File: src/sv/dht_pkg.sv
`timescale 1ns / 1ps

package dht_pkg;

	// Default geometry
	localparam int TABLE_SIZE_DEF   = 16;
	localparam int STEP_MODULUS_DEF = 7;
	localparam int QUEUE_DEPTH      = 2;

	// Field widths
	localparam int ACT_W   = 2;
	localparam int KEY_W   = 31;
	localparam int PRICE_W = 31;
	localparam int STAT_W  = 3;
	localparam int SLOT_W  = 4;
	localparam int MARK_W  = 2;

	// Digit-serial remainder unit: four key bits per cycle, MSB first.
	// MOD_W holds 2*r+1 for any remainder below the largest modulus (4096).
	localparam int DIGIT_W    = 4;
	localparam int KEY_DIGITS = (KEY_W + DIGIT_W - 1) / DIGIT_W;
	localparam int KEY_PAD_W  = KEY_DIGITS * DIGIT_W;
	localparam int MOD_W      = 13;

	// Request actions
	localparam logic [ACT_W-1:0] ACT_INSERT = 2'd0;
	localparam logic [ACT_W-1:0] ACT_SEARCH = 2'd1;
	localparam logic [ACT_W-1:0] ACT_REMOVE = 2'd2;

	// Result status codes
	localparam logic [STAT_W-1:0] ST_INSERTED  = 3'd0;
	localparam logic [STAT_W-1:0] ST_FOUND     = 3'd1;
	localparam logic [STAT_W-1:0] ST_NOT_FOUND = 3'd2;
	localparam logic [STAT_W-1:0] ST_FULL      = 3'd3;
	localparam logic [STAT_W-1:0] ST_REMOVED   = 3'd4;

	// Slot marks
	localparam logic [MARK_W-1:0] MARK_EMPTY = 2'd0;
	localparam logic [MARK_W-1:0] MARK_USED  = 2'd1;
	localparam logic [MARK_W-1:0] MARK_TOMB  = 2'd2;

	typedef struct packed {
		logic [ACT_W-1:0]   action;
		logic [KEY_W-1:0]   key;
		logic [PRICE_W-1:0] price;
	} in_t;

	typedef struct packed {
		logic [STAT_W-1:0]  status;
		logic [SLOT_W-1:0]  slot;
		logic [PRICE_W-1:0] found_price;
	} out_t;

	typedef struct packed {
		logic [MARK_W-1:0]  mark;
		logic [KEY_W-1:0]   key;
		logic [PRICE_W-1:0] price;
	} slot_t;

	typedef enum logic [1:0] {
		FR_IDLE,
		FR_KEY,
		FR_STEP,
		FR_SEND
	} fr_state_t;

	typedef enum logic [1:0] {
		BE_CLEAR,
		BE_IDLE,
		BE_PROBE
	} be_state_t;

	// Fold one digit into a running remainder: r = (r * 2^DIGIT_W + d) mod m,
	// one bit at a time with a single compare and subtract per bit.
	function automatic logic [MOD_W-1:0] mod_digit(input logic [MOD_W-1:0] r,
		input logic [DIGIT_W-1:0] d, input logic [MOD_W-1:0] m);
		logic [MOD_W-1:0] t;
		t = r;
		for (int i = DIGIT_W - 1; i >= 0; i--) begin
			t = {t[MOD_W-2:0], d[i]};
			if (t >= m) begin
				t = t - m;
			end
		end
		return t;
	endfunction

endpackage

File: src/sv/dht_queue.sv
`timescale 1ns / 1ps

module dht_queue #(
	parameter int WIDTH = 8,
	parameter int DEPTH = dht_pkg::QUEUE_DEPTH
) (
	input  logic             clk,
	input  logic             arst_n,
	input  logic             push,
	input  logic [WIDTH-1:0] wdata,
	output logic             full,
	input  logic             pop,
	output logic [WIDTH-1:0] rdata,
	output logic             empty
);
	import dht_pkg::*;

	localparam int PW = (DEPTH > 1) ? $clog2(DEPTH) : 1;
	localparam int CW = $clog2(DEPTH + 1);

	logic [WIDTH-1:0] mem_q [DEPTH];
	logic [PW-1:0]    wr_ptr_q;
	logic [PW-1:0]    rd_ptr_q;
	logic [CW-1:0]    cnt_q;
	logic             do_push;
	logic             do_pop;

	assign full    = (cnt_q == CW'(DEPTH));
	assign empty   = (cnt_q == '0);
	assign do_push = push && !full;
	assign do_pop  = pop && !empty;
	assign rdata   = mem_q[rd_ptr_q];

	always_ff @(posedge clk or negedge arst_n) begin
		if (!arst_n) begin
			wr_ptr_q <= '0;
			rd_ptr_q <= '0;
			cnt_q    <= '0;
		end else begin
			if (do_push) begin
				wr_ptr_q <= (wr_ptr_q == PW'(DEPTH - 1)) ? '0 : wr_ptr_q + 1'b1;
			end
			if (do_pop) begin
				rd_ptr_q <= (rd_ptr_q == PW'(DEPTH - 1)) ? '0 : rd_ptr_q + 1'b1;
			end
			if (do_push && !do_pop) begin
				cnt_q <= cnt_q + 1'b1;
			end else if (do_pop && !do_push) begin
				cnt_q <= cnt_q - 1'b1;
			end
		end
	end

	always_ff @(posedge clk) begin
		if (do_push) begin
			mem_q[wr_ptr_q] <= wdata;
		end
	end

endmodule

File: src/sv/dht_front.sv
`timescale 1ns / 1ps

module dht_front #(
	parameter int TABLE_SIZE   = dht_pkg::TABLE_SIZE_DEF,
	parameter int STEP_MODULUS = dht_pkg::STEP_MODULUS_DEF
) (
	input  logic                              clk,
	input  logic                              arst_n,
	input  logic                              take,
	input  dht_pkg::in_t                      req,
	output logic                              busy,
	output logic                              q_push,
	input  logic                              q_full,
	output dht_pkg::in_t                      q_req,
	output logic [$clog2(TABLE_SIZE)-1:0]     q_h1,
	output logic [$clog2(TABLE_SIZE)-1:0]     q_stp
);
	import dht_pkg::*;

	localparam int IDX_W       = $clog2(TABLE_SIZE);
	localparam int SMR_W       = $clog2(STEP_MODULUS);
	localparam int STEP_W      = $clog2(STEP_MODULUS + 1);
	localparam int STEP_DIGITS = (STEP_W + DIGIT_W - 1) / DIGIT_W;
	localparam int STEP_PAD    = STEP_DIGITS * DIGIT_W;
	localparam int CNT_W       = $clog2(KEY_DIGITS);
	localparam logic [MOD_W-1:0] TS_M = MOD_W'(TABLE_SIZE);
	localparam logic [MOD_W-1:0] SM_M = MOD_W'(STEP_MODULUS);

	fr_state_t            state_q, state_d;
	logic [CNT_W-1:0]     dig_q;
	in_t                  req_q;
	logic [KEY_PAD_W-1:0] key_sh_q;
	logic [IDX_W-1:0]     rem_ts_q;
	logic [SMR_W-1:0]     rem_sm_q;
	logic [STEP_PAD-1:0]  stp_sh_q;
	logic [IDX_W-1:0]     stp_r_q;

	logic [DIGIT_W-1:0] key_dig;
	logic [DIGIT_W-1:0] stp_dig;
	logic [MOD_W-1:0]   ts_full;
	logic [MOD_W-1:0]   sm_full;
	logic [MOD_W-1:0]   st_full;
	logic [IDX_W-1:0]   ts_next;
	logic [SMR_W-1:0]   sm_next;
	logic [IDX_W-1:0]   st_next;
	logic [STEP_W-1:0]  step_val;
	logic               key_last;
	logic               stp_last;

	assign key_dig  = key_sh_q[KEY_PAD_W-1 -: DIGIT_W];
	assign stp_dig  = stp_sh_q[STEP_PAD-1 -: DIGIT_W];
	assign ts_full  = mod_digit(MOD_W'(rem_ts_q), key_dig, TS_M);
	assign sm_full  = mod_digit(MOD_W'(rem_sm_q), key_dig, SM_M);
	assign st_full  = mod_digit(MOD_W'(stp_r_q), stp_dig, TS_M);
	assign ts_next  = ts_full[IDX_W-1:0];
	assign sm_next  = sm_full[SMR_W-1:0];
	assign st_next  = st_full[IDX_W-1:0];
	assign step_val = STEP_W'(STEP_MODULUS) - STEP_W'(sm_next);
	assign key_last = (dig_q == CNT_W'(KEY_DIGITS - 1));
	assign stp_last = (dig_q == CNT_W'(STEP_DIGITS - 1));

	assign q_req = req_q;
	assign q_h1  = rem_ts_q;
	assign q_stp = stp_r_q;

	// Next state
	always_comb begin
		state_d = state_q;
		unique case (state_q)
			FR_IDLE: if (take) state_d = FR_KEY;
			FR_KEY:  if (key_last) state_d = FR_STEP;
			FR_STEP: if (stp_last) state_d = FR_SEND;
			FR_SEND: if (!q_full) state_d = FR_IDLE;
			default: state_d = FR_IDLE;
		endcase
	end

	// Outputs
	always_comb begin
		busy   = 1'b1;
		q_push = 1'b0;
		unique case (state_q)
			FR_IDLE: busy = 1'b0;
			FR_SEND: q_push = 1'b1;
			default: ;
		endcase
	end

	always_ff @(posedge clk or negedge arst_n) begin
		if (!arst_n) begin
			state_q <= FR_IDLE;
			dig_q   <= '0;
		end else begin
			state_q <= state_d;
			if (state_q == FR_IDLE || (state_q == FR_KEY && key_last)) begin
				dig_q <= '0;
			end else begin
				dig_q <= dig_q + 1'b1;
			end
		end
	end

	// Hash datapath: key remainders first, then reduce the step mod table size
	always_ff @(posedge clk) begin
		case (state_q)
			FR_IDLE: begin
				if (take) begin
					req_q    <= req;
					key_sh_q <= KEY_PAD_W'(req.key);
					rem_ts_q <= '0;
					rem_sm_q <= '0;
				end
			end
			FR_KEY: begin
				rem_ts_q <= ts_next;
				rem_sm_q <= sm_next;
				key_sh_q <= key_sh_q << DIGIT_W;
				if (key_last) begin
					stp_sh_q <= STEP_PAD'(step_val);
					stp_r_q  <= '0;
				end
			end
			FR_STEP: begin
				stp_r_q  <= st_next;
				stp_sh_q <= stp_sh_q << DIGIT_W;
			end
			default: ;
		endcase
	end

endmodule

File: src/sv/dht_back.sv
`timescale 1ns / 1ps

module dht_back #(
	parameter int TABLE_SIZE = dht_pkg::TABLE_SIZE_DEF
) (
	input  logic                          clk,
	input  logic                          arst_n,
	input  logic                          q_empty,
	output logic                          q_pop,
	input  dht_pkg::in_t                  wk_req,
	input  logic [$clog2(TABLE_SIZE)-1:0] wk_h1,
	input  logic [$clog2(TABLE_SIZE)-1:0] wk_stp,
	output logic                          clearing,
	output dht_pkg::out_t                 rsp,
	output logic                          empty,
	input  logic                          pop
);
	import dht_pkg::*;

	localparam int IDX_W = $clog2(TABLE_SIZE);
	localparam logic [IDX_W:0] TS_V = (IDX_W + 1)'(TABLE_SIZE);

	slot_t mem [TABLE_SIZE];

	be_state_t          state_q, state_d;
	logic [IDX_W-1:0]   ix_q;
	logic [IDX_W-1:0]   j_q;
	logic               rvalid_q;
	logic [ACT_W-1:0]   act_q;
	logic [KEY_W-1:0]   key_q;
	logic [PRICE_W-1:0] price_q;
	logic [IDX_W-1:0]   stp_q;
	slot_t              rd_q;
	out_t               rsp_q;

	logic                    we;
	logic [IDX_W-1:0]        waddr;
	slot_t                   wdata;
	logic [IDX_W-1:0]        raddr;
	logic                    done;
	logic                    wr_hit;
	logic                    finish;
	logic                    advance;
	logic                    res_free;
	logic                    last;
	logic                    key_hit;
	out_t                    res;
	logic [IDX_W:0]          sum;
	logic [IDX_W-1:0]        nix;
	logic [SLOT_W+IDX_W-1:0] slot_ext;

	assign res_free = !rvalid_q || pop;
	assign last     = (j_q == IDX_W'(TABLE_SIZE - 1));
	assign key_hit  = (rd_q.mark == MARK_USED) && (rd_q.key == key_q);
	assign sum      = {1'b0, ix_q} + {1'b0, stp_q};
	assign nix      = (sum >= TS_V) ? IDX_W'(sum - TS_V) : sum[IDX_W-1:0];
	assign slot_ext = {{SLOT_W{1'b0}}, ix_q};
	assign rsp      = rsp_q;
	assign empty    = !rvalid_q;
	assign clearing = (state_q == BE_CLEAR);

	// Next state
	always_comb begin
		state_d = state_q;
		unique case (state_q)
			BE_CLEAR: if (ix_q == IDX_W'(TABLE_SIZE - 1)) state_d = BE_IDLE;
			BE_IDLE:  if (!q_empty) state_d = BE_PROBE;
			BE_PROBE: if (finish) state_d = BE_IDLE;
			default:  state_d = BE_CLEAR;
		endcase
	end

	// Outputs: one probe per cycle, the next read issued while this one is checked
	always_comb begin
		q_pop   = 1'b0;
		we      = 1'b0;
		waddr   = ix_q;
		wdata   = '0;
		raddr   = ix_q;
		done    = 1'b0;
		wr_hit  = 1'b0;
		finish  = 1'b0;
		advance = 1'b0;
		res     = '0;
		res.status = ST_NOT_FOUND;
		unique case (state_q)
			BE_CLEAR: begin
				we         = 1'b1;
				wdata.mark = MARK_EMPTY;
			end
			BE_IDLE: begin
				if (!q_empty) begin
					q_pop = 1'b1;
					raddr = wk_h1;
				end
			end
			BE_PROBE: begin
				unique case (act_q)
					ACT_INSERT: begin
						if (rd_q.mark != MARK_USED) begin
							done        = 1'b1;
							wr_hit      = 1'b1;
							res.status  = ST_INSERTED;
							res.slot    = slot_ext[SLOT_W-1:0];
							wdata.mark  = MARK_USED;
							wdata.key   = key_q;
							wdata.price = price_q;
						end else if (last) begin
							done       = 1'b1;
							res.status = ST_FULL;
						end
					end
					ACT_SEARCH: begin
						if (rd_q.mark == MARK_EMPTY) begin
							done = 1'b1;
						end else if (key_hit) begin
							done            = 1'b1;
							res.status      = ST_FOUND;
							res.slot        = slot_ext[SLOT_W-1:0];
							res.found_price = rd_q.price;
						end else if (last) begin
							done = 1'b1;
						end
					end
					ACT_REMOVE: begin
						if (rd_q.mark == MARK_EMPTY) begin
							done = 1'b1;
						end else if (key_hit) begin
							done        = 1'b1;
							wr_hit      = 1'b1;
							res.status  = ST_REMOVED;
							res.slot    = slot_ext[SLOT_W-1:0];
							wdata       = rd_q;
							wdata.mark  = MARK_TOMB;
						end else if (last) begin
							done = 1'b1;
						end
					end
					default: done = 1'b1;
				endcase
				finish  = done && res_free;
				we      = wr_hit && finish;
				advance = !done;
				if (advance) begin
					raddr = nix;
				end
			end
			default: ;
		endcase
	end

	always_ff @(posedge clk or negedge arst_n) begin
		if (!arst_n) begin
			state_q  <= BE_CLEAR;
			ix_q     <= '0;
			j_q      <= '0;
			rvalid_q <= 1'b0;
		end else begin
			state_q <= state_d;
			if (state_q == BE_CLEAR) begin
				ix_q <= ix_q + 1'b1;
			end else if (q_pop) begin
				ix_q <= wk_h1;
				j_q  <= '0;
			end else if (advance) begin
				ix_q <= nix;
				j_q  <= j_q + 1'b1;
			end
			if (finish) begin
				rvalid_q <= 1'b1;
			end else if (pop) begin
				rvalid_q <= 1'b0;
			end
		end
	end

	always_ff @(posedge clk) begin
		if (q_pop) begin
			act_q   <= wk_req.action;
			key_q   <= wk_req.key;
			price_q <= wk_req.price;
			stp_q   <= wk_stp;
		end
		if (finish) begin
			rsp_q <= res;
		end
	end

	// Slot store: one write port, one registered read port
	always_ff @(posedge clk) begin
		if (we) begin
			mem[waddr] <= wdata;
		end
		rd_q <= mem[raddr];
	end

endmodule

File: src/sv/double_hash_table_engine.sv
`timescale 1ns / 1ps

// Open-addressing hash table of key/price entries with double hashing.
// Request channel: a beat (req: action, key, price) is taken on a rising edge
// with push high and full low. Action insert, search or remove; others answer
// not found. Result channel: while empty is low, rsp (status, slot,
// found_price) holds the oldest result; pop high on an edge takes that beat.
// Every request gives exactly one result, in request order.
// Flow: the front computes key mod TABLE_SIZE and the step with a remainder
// unit that folds four key bits per cycle, reduces the step mod TABLE_SIZE
// and then hands off. A two-entry queue feeds the back end, which walks the
// probe sequence at one slot per cycle through the registered read port of
// the slot memory, probing at most TABLE_SIZE slots per request.
// The front can hash the next request while the back end walks the last one.
// Reset: after arst_n rises, a clearing pass marks every slot empty, one per
// cycle; full stays high meanwhile.
// Stall: a held result blocks only the back end once its next result is
// ready; the queue and the front keep taking requests until they fill.

module double_hash_table_engine #(
	parameter int TABLE_SIZE   = dht_pkg::TABLE_SIZE_DEF,
	parameter int STEP_MODULUS = dht_pkg::STEP_MODULUS_DEF
) (
	input  logic          clk,
	input  logic          arst_n,
	input  logic          push,
	output logic          full,
	input  dht_pkg::in_t  req,
	output logic          empty,
	input  logic          pop,
	output dht_pkg::out_t rsp
);
	import dht_pkg::*;

	localparam int IDX_W = $clog2(TABLE_SIZE);
	localparam int REQ_W = $bits(in_t);
	localparam int WK_W  = REQ_W + 2 * IDX_W;

	logic             fr_busy;
	logic             take;
	logic             fr_push;
	in_t              fr_req;
	logic [IDX_W-1:0] fr_h1;
	logic [IDX_W-1:0] fr_stp;
	logic             q_full;
	logic             q_empty;
	logic             q_pop;
	logic [WK_W-1:0]  q_wdata;
	logic [WK_W-1:0]  q_rdata;
	in_t              wk_req;
	logic [IDX_W-1:0] wk_h1;
	logic [IDX_W-1:0] wk_stp;
	logic             clearing;

	// Hold off requests while the front hashes or waits to send, or the table clears
	assign full = fr_busy || clearing;
	assign take = push && !full;

	dht_front #(
		.TABLE_SIZE  (TABLE_SIZE),
		.STEP_MODULUS(STEP_MODULUS)
	) u_front (
		.clk   (clk),
		.arst_n(arst_n),
		.take  (take),
		.req   (req),
		.busy  (fr_busy),
		.q_push(fr_push),
		.q_full(q_full),
		.q_req (fr_req),
		.q_h1  (fr_h1),
		.q_stp (fr_stp)
	);

	// Pack the hashed request as {h1, step, request}
	assign q_wdata = {fr_h1, fr_stp, fr_req};

	dht_queue #(
		.WIDTH(WK_W),
		.DEPTH(QUEUE_DEPTH)
	) u_queue (
		.clk   (clk),
		.arst_n(arst_n),
		.push  (fr_push),
		.wdata (q_wdata),
		.full  (q_full),
		.pop   (q_pop),
		.rdata (q_rdata),
		.empty (q_empty)
	);

	assign wk_req = in_t'(q_rdata[REQ_W-1:0]);
	assign wk_stp = q_rdata[REQ_W +: IDX_W];
	assign wk_h1  = q_rdata[REQ_W + IDX_W +: IDX_W];

	dht_back #(
		.TABLE_SIZE(TABLE_SIZE)
	) u_back (
		.clk     (clk),
		.arst_n  (arst_n),
		.q_empty (q_empty),
		.q_pop   (q_pop),
		.wk_req  (wk_req),
		.wk_h1   (wk_h1),
		.wk_stp  (wk_stp),
		.clearing(clearing),
		.rsp     (rsp),
		.empty   (empty),
		.pop     (pop)
	);

	// No result can exist while the slot store is still being cleared
	a_no_result_in_clear: assert property (@(posedge clk) disable iff (!arst_n)
		clearing |-> empty)
		else $error("result present during clearing pass");

	// The back end must never start a request before the clearing pass ends
	a_no_pop_in_clear: assert property (@(posedge clk) disable iff (!arst_n)
		clearing |-> !q_pop)
		else $error("request dequeued during clearing pass");

	// Misses and full-table answers carry zero slot and zero price
	a_miss_zero: assert property (@(posedge clk) disable iff (!arst_n)
		!empty && (rsp.status == ST_NOT_FOUND || rsp.status == ST_FULL)
		|-> rsp.slot == '0 && rsp.found_price == '0)
		else $error("miss result with nonzero slot or price");

	// Only a found result carries a price
	a_price_only_found: assert property (@(posedge clk) disable iff (!arst_n)
		!empty && rsp.status != ST_FOUND |-> rsp.found_price == '0)
		else $error("price on a result that is not found");

endmodule

File: config.mk
export PLATFORM = sky130hd
export DESIGN_NAME = double_hash_table_engine
export DESIGN_NICKNAME = d
export VERILOG_FILES = /design/src/sv/dht_pkg.sv /design/src/sv/dht_queue.sv /design/src/sv/dht_front.sv /design/src/sv/dht_back.sv /design/src/sv/double_hash_table_engine.sv
export SDC_FILE = /design/constraint.sdc
export NUM_CORES = 2
export LEC_CHECK = 0
export BUFFER_PORTS_ARGS = -buffer_cell sky130_fd_sc_hd__buf_2
export CORE_ASPECT_RATIO = 2
export CORE_MARGIN = 5
export CORE_UTILIZATION = 45
export CTS_CLUSTER_DIAMETER = 100
export DETAILED_ROUTE_END_ITERATION = 8
export GPL_TIMING_DRIVEN = 0
export SETUP_SLACK_MARGIN = 0.05
export SLEW_MARGIN = 20
export SYNTH_ARGS = -nofsm -noshare
export SYNTH_HDL_FRONTEND = slang
export SYNTH_SLANG_ARGS = --single-unit
export TNS_END_PERCENT = 20
File: constraint.sdc
create_clock -name clk -period 9.89 [get_ports clk]
set_clock_uncertainty 0.15 [all_clocks]
set_input_delay 2.967 -clock clk [delete_from_list [all_inputs] [get_ports clk]]
set_output_delay 2.967 -clock clk [all_outputs]
set_load 0.02 [all_outputs]
# [After elaboration in Yosys (flattened, before gate mapping)]
# Memories as Yosys holds them, arrays and structs flattened. A register that Yosys moved wholly into a read port is not among the register bits.
# Cells that the tools add are included.
[op_classes] add_sub_neg=22 n_mul=0 div=0 magnitude_cmp=13 eq_ne=21 n_shift=0 mux=83 n_bitwise=4 reduce_logical=39
[ops] cell="64-bit 2-to-1 mux" n=2
[ops] cell="64-bit one-hot mux with 2 select lines" n=1
[ops] cell="12-bit 2-to-1 mux" n=9
[ops] cell="13-bit by 5-bit >= comparator with 1-bit output (second input constant)" n=6
[ops] cell="32-bit one-hot mux with 2 select lines" n=1
[ops] cell="63-bit 2-to-1 mux" n=1
[ops] cell="62-bit 2-to-1 mux" n=1
[ops] cell="4-bit 2-to-1 mux" n=14
[ops] cell="12-bit by 5-bit subtractor with 12-bit output (second input constant)" n=4
[ops] cell="13-bit by 3-bit >= comparator with 1-bit output (second input constant)" n=3
[ops] cell="38-bit 2-to-1 mux" n=1
[ops] cell="37-bit 2-to-1 mux" n=1
[ops] cell="32-bit 2-to-1 mux" n=1
[ops] cell="4-bit one-hot mux with 2 select lines" n=4
[ops] cell="31-bit == test" n=1
[ops] cell="1-bit 2-to-1 mux" n=24
[ops] cell="12-bit by 3-bit subtractor with 12-bit output (second input constant)" n=2
[ops] cell="7-bit one-hot mux with 3 select lines" n=1
[ops] cell="2-bit 2-to-1 mux" n=10
[ops] cell="5-bit >= comparator (second input constant)" n=3
[ops] cell="7-bit 2-to-1 mux" n=2
[ops] cell="3-bit 2-to-1 mux" n=4
[ops] cell="4-bit by 1-bit subtractor with 4-bit output (second input constant)" n=3
[ops] cell="5-bit by 5-bit subtractor with 6-bit output (second input constant)" n=2
[ops] cell="other kinds (33)" n=81
[word_totals] ff_bits=237 latch_bits=0 ram_bits=1168 romBits=0 inputBits=68 elab_cells=208 mem_count=2
[memory_table] memory="u_back.mem" depth=16 word_bits=64 rd=1 rd_clocked_by_memory_dff=1 write_ports=1 line="dht_back.sv:23" source="slot_t mem [TABLE_SIZE];"
[memory_table] memory="u_queue.mem_q" depth=2 word_bits=72 rd=1 rd_clocked_by_memory_dff=0 write_ports=1 line="dht_queue.sv:21" source="logic [WIDTH-1:0] mem_q [DEPTH];"

# [Longest topological paths before layout]
[depth] ltp_word=11 ltp_mapped=21 mapped_depth_nobuf=20

# [Hierarchy]
# Synthesis repeated with hierarchy kept, for this count alone.
[hier_totals] cells_unflattened=3814 hier_area_um2=57088.5
[by_module_without_submodules] module="dht_back" n_inst=1 cells_per_inst=3271 area_per_inst_um2=46549.6 seq_area_each_um2=35489.0
[by_module_without_submodules] module="dht_queue" n_inst=1 cells_per_inst=243 area_per_inst_um2=5741.8 seq_area_each_um2=4424.2
[by_module_without_submodules] module="dht_front" n_inst=1 cells_per_inst=298 area_per_inst_um2=4783.3 seq_area_each_um2=3398.3
[by_module_without_submodules] module="double_hash_table_engine" n_inst=1 cells_per_inst=2 area_per_inst_um2=13.8 seq_area_each_um2=0.0

# [Worst setup path before layout]
# No wires, ideal clock.
[synth_path] path_kind="input port to flip-flop" from="input pop" to="memory u_back.mem[4][0] (netlist name) (enable)" arrival_ns=7.047 t_required_ns=9.311 path_slack_ns=2.264 path_stages=6 n_path_buf=0 path_cell_list="nand2b_1 nand2_1 nor2_1 a21oi_1 nor3b_1 and2_1"
[synth_between] elab_chain_cells=6
[synth_rtl] element="start: declaration" line="double_hash_table_engine.sv:30" source="input logic pop,"
[synth_rtl] element="1-bit logical OR" line="dht_back.sv:52" source="assign res_free = !rvalid_q || pop;"
[synth_rtl] element="1-bit logical AND" line="dht_back.sv:141" source="finish = done && res_free;"
[synth_rtl] element="1-bit logical AND" line="dht_back.sv:142" source="we = wr_hit && finish;"
[synth_rtl] element="1-bit one-hot mux with 2 select lines" line="dht_back.sv:86" source="unique case (state_q)"
[synth_rtl] element="1-bit 2-to-1 mux" line="dht_back.sv:191" source="if (we) begin"
[synth_rtl] element="1-bit 2-to-1 mux (not written as such)" line="dht_back.sv:192" source="mem[waddr] <= wdata;"
[synth_rtl] element="end: declaration" line="dht_back.sv:23"
# Every way passes these cells.

# [Final worst setup path]
[layout_path] from="register, netlist name u_back.rd_q[62]" to="register, netlist name u_back.rd_q[62]"
[layout_between] elab_chain_cells=8 word_cells_on_any_way=11 cone_classes="2 x eq/ne; 7 x mux; 2 x reduce/logical"
[layout_rtl] element="2-bit by 1-bit == test with 1-bit output" line="dht_back.sv:54" source="assign key_hit = (rd_q.mark == MARK_USED) && (rd_q.key == key_q);"
[layout_rtl] element="1-bit logical AND" line="dht_back.sv:54"
[layout_rtl] element="1-bit 2-to-1 mux" line="dht_back.sv:116" source="end else if (key_hit) begin"
[layout_rtl] element="1-bit 2-to-1 mux" line="dht_back.sv:114" source="if (rd_q.mark == MARK_EMPTY) begin"
[layout_rtl] element="1-bit one-hot mux with 2 select lines *" line="dht_back.sv:98" source="unique case (act_q)"
[layout_rtl] element="1-bit 2-to-1 mux *" line="dht_back.sv:86"
[layout_rtl] element="4-bit 2-to-1 mux *" line="dht_back.sv:144" source="if (advance) begin"
[layout_rtl] element="4-bit one-hot mux with 2 select lines *" line="dht_back.sv:86"
# Every way passes the cells marked *; elsewhere a longest branch is shown, timed or not. The select of a mux whose other input is x is not followed.
# A chain may end at the register's enable or synchronous reset.

==> flow_metrics.py <==
metrics = {
    "status": {
        "status": "complete, no violations",
    },
    "sta": {
        "rsz0062_at_grt": "no",
        "setup_viol": 0,
        "whs_ns": 0.290,
        "tightest_slew_ns": 1.22,
        "max_freq_mhz": 146,
        "final_max_slew_viol_count": 0,
        "setup_ws_ns": 3.05,
        "slew_headroom_pct": 18.3,
        "hold_violations": 0,
        "fin_crit_ns": 6.84,
        "finalCritPeriodShare_pct": 69.1,
    },
    "logic_synthesis": {
        "synth_fa_ha_area_share_pct": 0.694,
        "syn-cell-area_um2": 57000,
        "synth_cell_types": 71,
        "yosysTopAreaCellShare_pct": 72.7,
        "syn_avg_cell_area_um2": 15.4,
        "synthMuxAreaShare_pct": 7.06,
        "synth_simple_gate_area_share_pct": 9.16,
        "synth_most_common_cell": "edfxtp_1",
        "synth_compound_area_share_pct": 5.00,
        "synth_common_cells": "edfxtp_1 (1380), nand2_1 (624), mux2i_1 (200)",
        "synth_area_leader_cell": "edfxtp_1",
        "synth_ff_type": "edfxtp_1",
        "ys_ff_latch": 1464,
        "synth_top_family_by_area": "simple AND/OR/NAND/NOR gates",
        "yosysWarnings": 0,
        "syn-num-nets": 3791,
        "synth_edf_count": 1380,
        "netlist_instances": 3692,
        "async_reset_ff_share_pct": 1.37,
        "synth-xor-area-share_pct": 0.630,
        "synth.top_cells.by_area": "edfxtp_1 (73%), nand2_1 (4.1%), mux2_2 (3.5%), mux2i_1 (3.5%), dfxtp_1 (2.2%)",
        "synth_seq_area_share_pct": 75.9,
    },
    "grt": {
        "grt_max_degree": 43,
        "grt_pass1_vias": 33700,
        "grt_pass1_wl_mm": 226,
        "grt_usage_pct": 23.1,
        "grt_overflow": 0,
        "antenna_found_initial": 2,
    },
    "route": {
        "drt-initial-drc-count": 2658,
        "routed_wl_mm": 157,
        "ant_nets": 0,
        "routed_via_density": 5.70,
        "dr.pass1.iters": 6,
        "vias": 32700,
        "route.detailed.wl_per_inst_um": 27.4,
        "drcViolationCount": 0,
    },
    "worst_setup_path": {
        "crit_required_ns": 10.31,
        "r2r_slack_ns": 3.05,
        "worst_setup_path_end_kind": "flip-flop",
        "path_class": "reg -> reg",
        "r2r_end": "u_back.rd_q[62]",
        "reg2regPathDepth": 14,
        "reg2reg_from": "u_back.rd_q[62]",
        "cp_max_fo": 10,
        "startpoint_type": "flip-flop",
        "arrival_ns": 7.25,
    },
    "placed_design": {
        "place_congestion": 0.890,
        "place_area_um2": 60600,
        "portBuffers": 107,
        "dp_hpwl_mm": 107,
        "pre_cts_slack_ns": 3.30,
    },
    "floorplan": {
        "io_pins": 108,
        "die_x_um": 262,
        "die-area_um2": 134000,
        "std_cell_rows": 184,
        "start_util_pct": 45.3,
        "die_y_um": 513,
        "core_um2": 126000,
    },
    "cts": {
        "postCtsHoldBufs": 0,
        "cts.repair.resized": 0,
        "clk_latency_ns": 0.74,
        "clockBufferDepth": 3,
        "htreeDepth": 3,
        "cts_sinks": 1464,
        "cts_tree": "done",
        "cts.reportedPaths.clkPinSlew_ns": 0.07,
        "post-cts-setup-buffer-count": 0,
        "cts_buffers": 118,
        "clock-root-buffer": "clkbuf_16",
    },
    "final_layout": {
        "fillers": 10600,
        "fin_nets": 4056,
        "area_delta_synth_final_pct": 13.3,
        "final_cell_area_um2": 64600,
        "seqCellArea_um2": 43200,
        "drive_above_1_share_pct": 14.2,
        "multi_input_area_um2": 13000,
    },
    "hold_path": {
        "min_from": "u_front.q_req[28]",
        "hold_path_class": "reg -> reg",
        "whs_path_depth": 0,
        "min_to": "u_queue.mem_q[1][28]",
    },
    "job": {
        "drv_cap": 0,
    },
}
## stage by stage
stage / setup TNS (ns) / cells / util, %
3_3_place_gp: -1806.05 / 5473 / 47.4
4_1_cts: 0 / 5734 / 51.3
2_1_floorplan: 0 / 3692 / -
6_report: 0 / 5736 / 51.4
5_1_grt: 0 / 5735 / 51.4
3_5_place_dp: 0 / 5511 / 48.2
## layout by cell type (no fill, tap or decap), types with 38 or more instances in the layout
| cell | count |
|---|---|
| a21oi_1 | 74 |
| a22oi_1 | 63 |
| a311oi_1 | 78 |
| a32o_1 | 38 |
| and2_1 | 51 |
| and3_1 | 81 |
| buf_2 | 134 |
| clkbuf_1 | 177 |
| clkbuf_16 | 120 |
| dfxtp_1 | 64 |
| edfxtp_1 | 1380 |
| mux2_2 | 178 |
| mux2i_1 | 200 |
| nand2_1 | 624 |
| nand3_1 | 117 |
| nor2_1 | 80 |
| nor3_1 | 72 |
| o22ai_1 | 65 |
| or3_1 | 42 |
## worst max-delay path, cell delays in order (launching register included)
cell and delay, ns:
dfxtp_1 0.40, nor2b_1 0.80, o21ai_0 0.21, nor4b_1 0.57, nand4_1 0.45, a21oi_1 0.63, o311a_1 0.27, buf_2 0.28
clkbuf_1 0.62, clkbuf_1 0.80, clkbuf_1 0.66, nand2_1 0.11, nand3_1 0.10, a21oi_1 0.10, nor3_1 0.49
## layout make-up
class	instances	share of cell area, %
tap	1674	3.24
buffer	212	1.29
sequential	1464	67.0
antenna	2	0.00775
clock buffer	153	4.98
clock inverter	70	1.16
timing repair buffer	145	2.15
multi-input combinational	1994	20.1
inverter	22	0.140
## per-layer routing
metal	vias up	GRT usage, %	part of all wire, %
li1	14500	-	-
met2	1265	44.8	56
met4	0	11.2	5.5
met3	415	2.68	5.0
met1	16500	24.3	33
met5	-	0	0
## registers in the layout (all words and copies together), names as in the netlist, 2 cells and up
signal,count
u_back.act_q,2
u_back.ix_q,4
u_back.j_q,4
u_back.key_q,31
u_back.mem,1024
u_back.price_q,31
u_back.rd_q,64
u_back.rsp,38
u_back.state_q,2
u_back.stp_q,3
u_front.dig_q,3
u_front.key_sh_q,32
u_front.q_h1,4
u_front.q_req,64
u_front.q_stp,3
u_front.rem_sm_q,3
u_front.state_q,2
u_front.stp_dig,3
u_queue.cnt_q,2
u_queue.mem_q,142
## cell families (layout without fill, tap and decap cells)
family / Yosys count / count (layout)
DFF: 1464 / 1464
and+or+nand+nor: 1151 / 1151
AOI/OAI and AO/OA: 392 / 392
muxes: 379 / 379
buffers and inverters: 234 / 602
xor gates and xnor gates: 41 / 41
adders and majority gates: 31 / 31
other: 0 / 2
## how the worst max path moves through the flow
stage,start,end,slack (ns),cells past startpoint
after floorplan,pop,u_back.mem[4][0],2.26,6
after global placement,pop,u_back.mem[11][49],-2.16,7
after detailed placement,u_back.rd_q[62],u_back.rd_q[62],3.30,14
after CTS,u_back.rd_q[62],u_back.rd_q[62],3.24,14
after global routing,u_front.key_sh_q[31],u_front.stp_dig[1],2.80,21
final,u_back.rd_q[62],u_back.rd_q[62],3.05,14
Power is not shown: default switching activity piles up to over one toggle a cycle in this logic, so the estimate is an artifact.
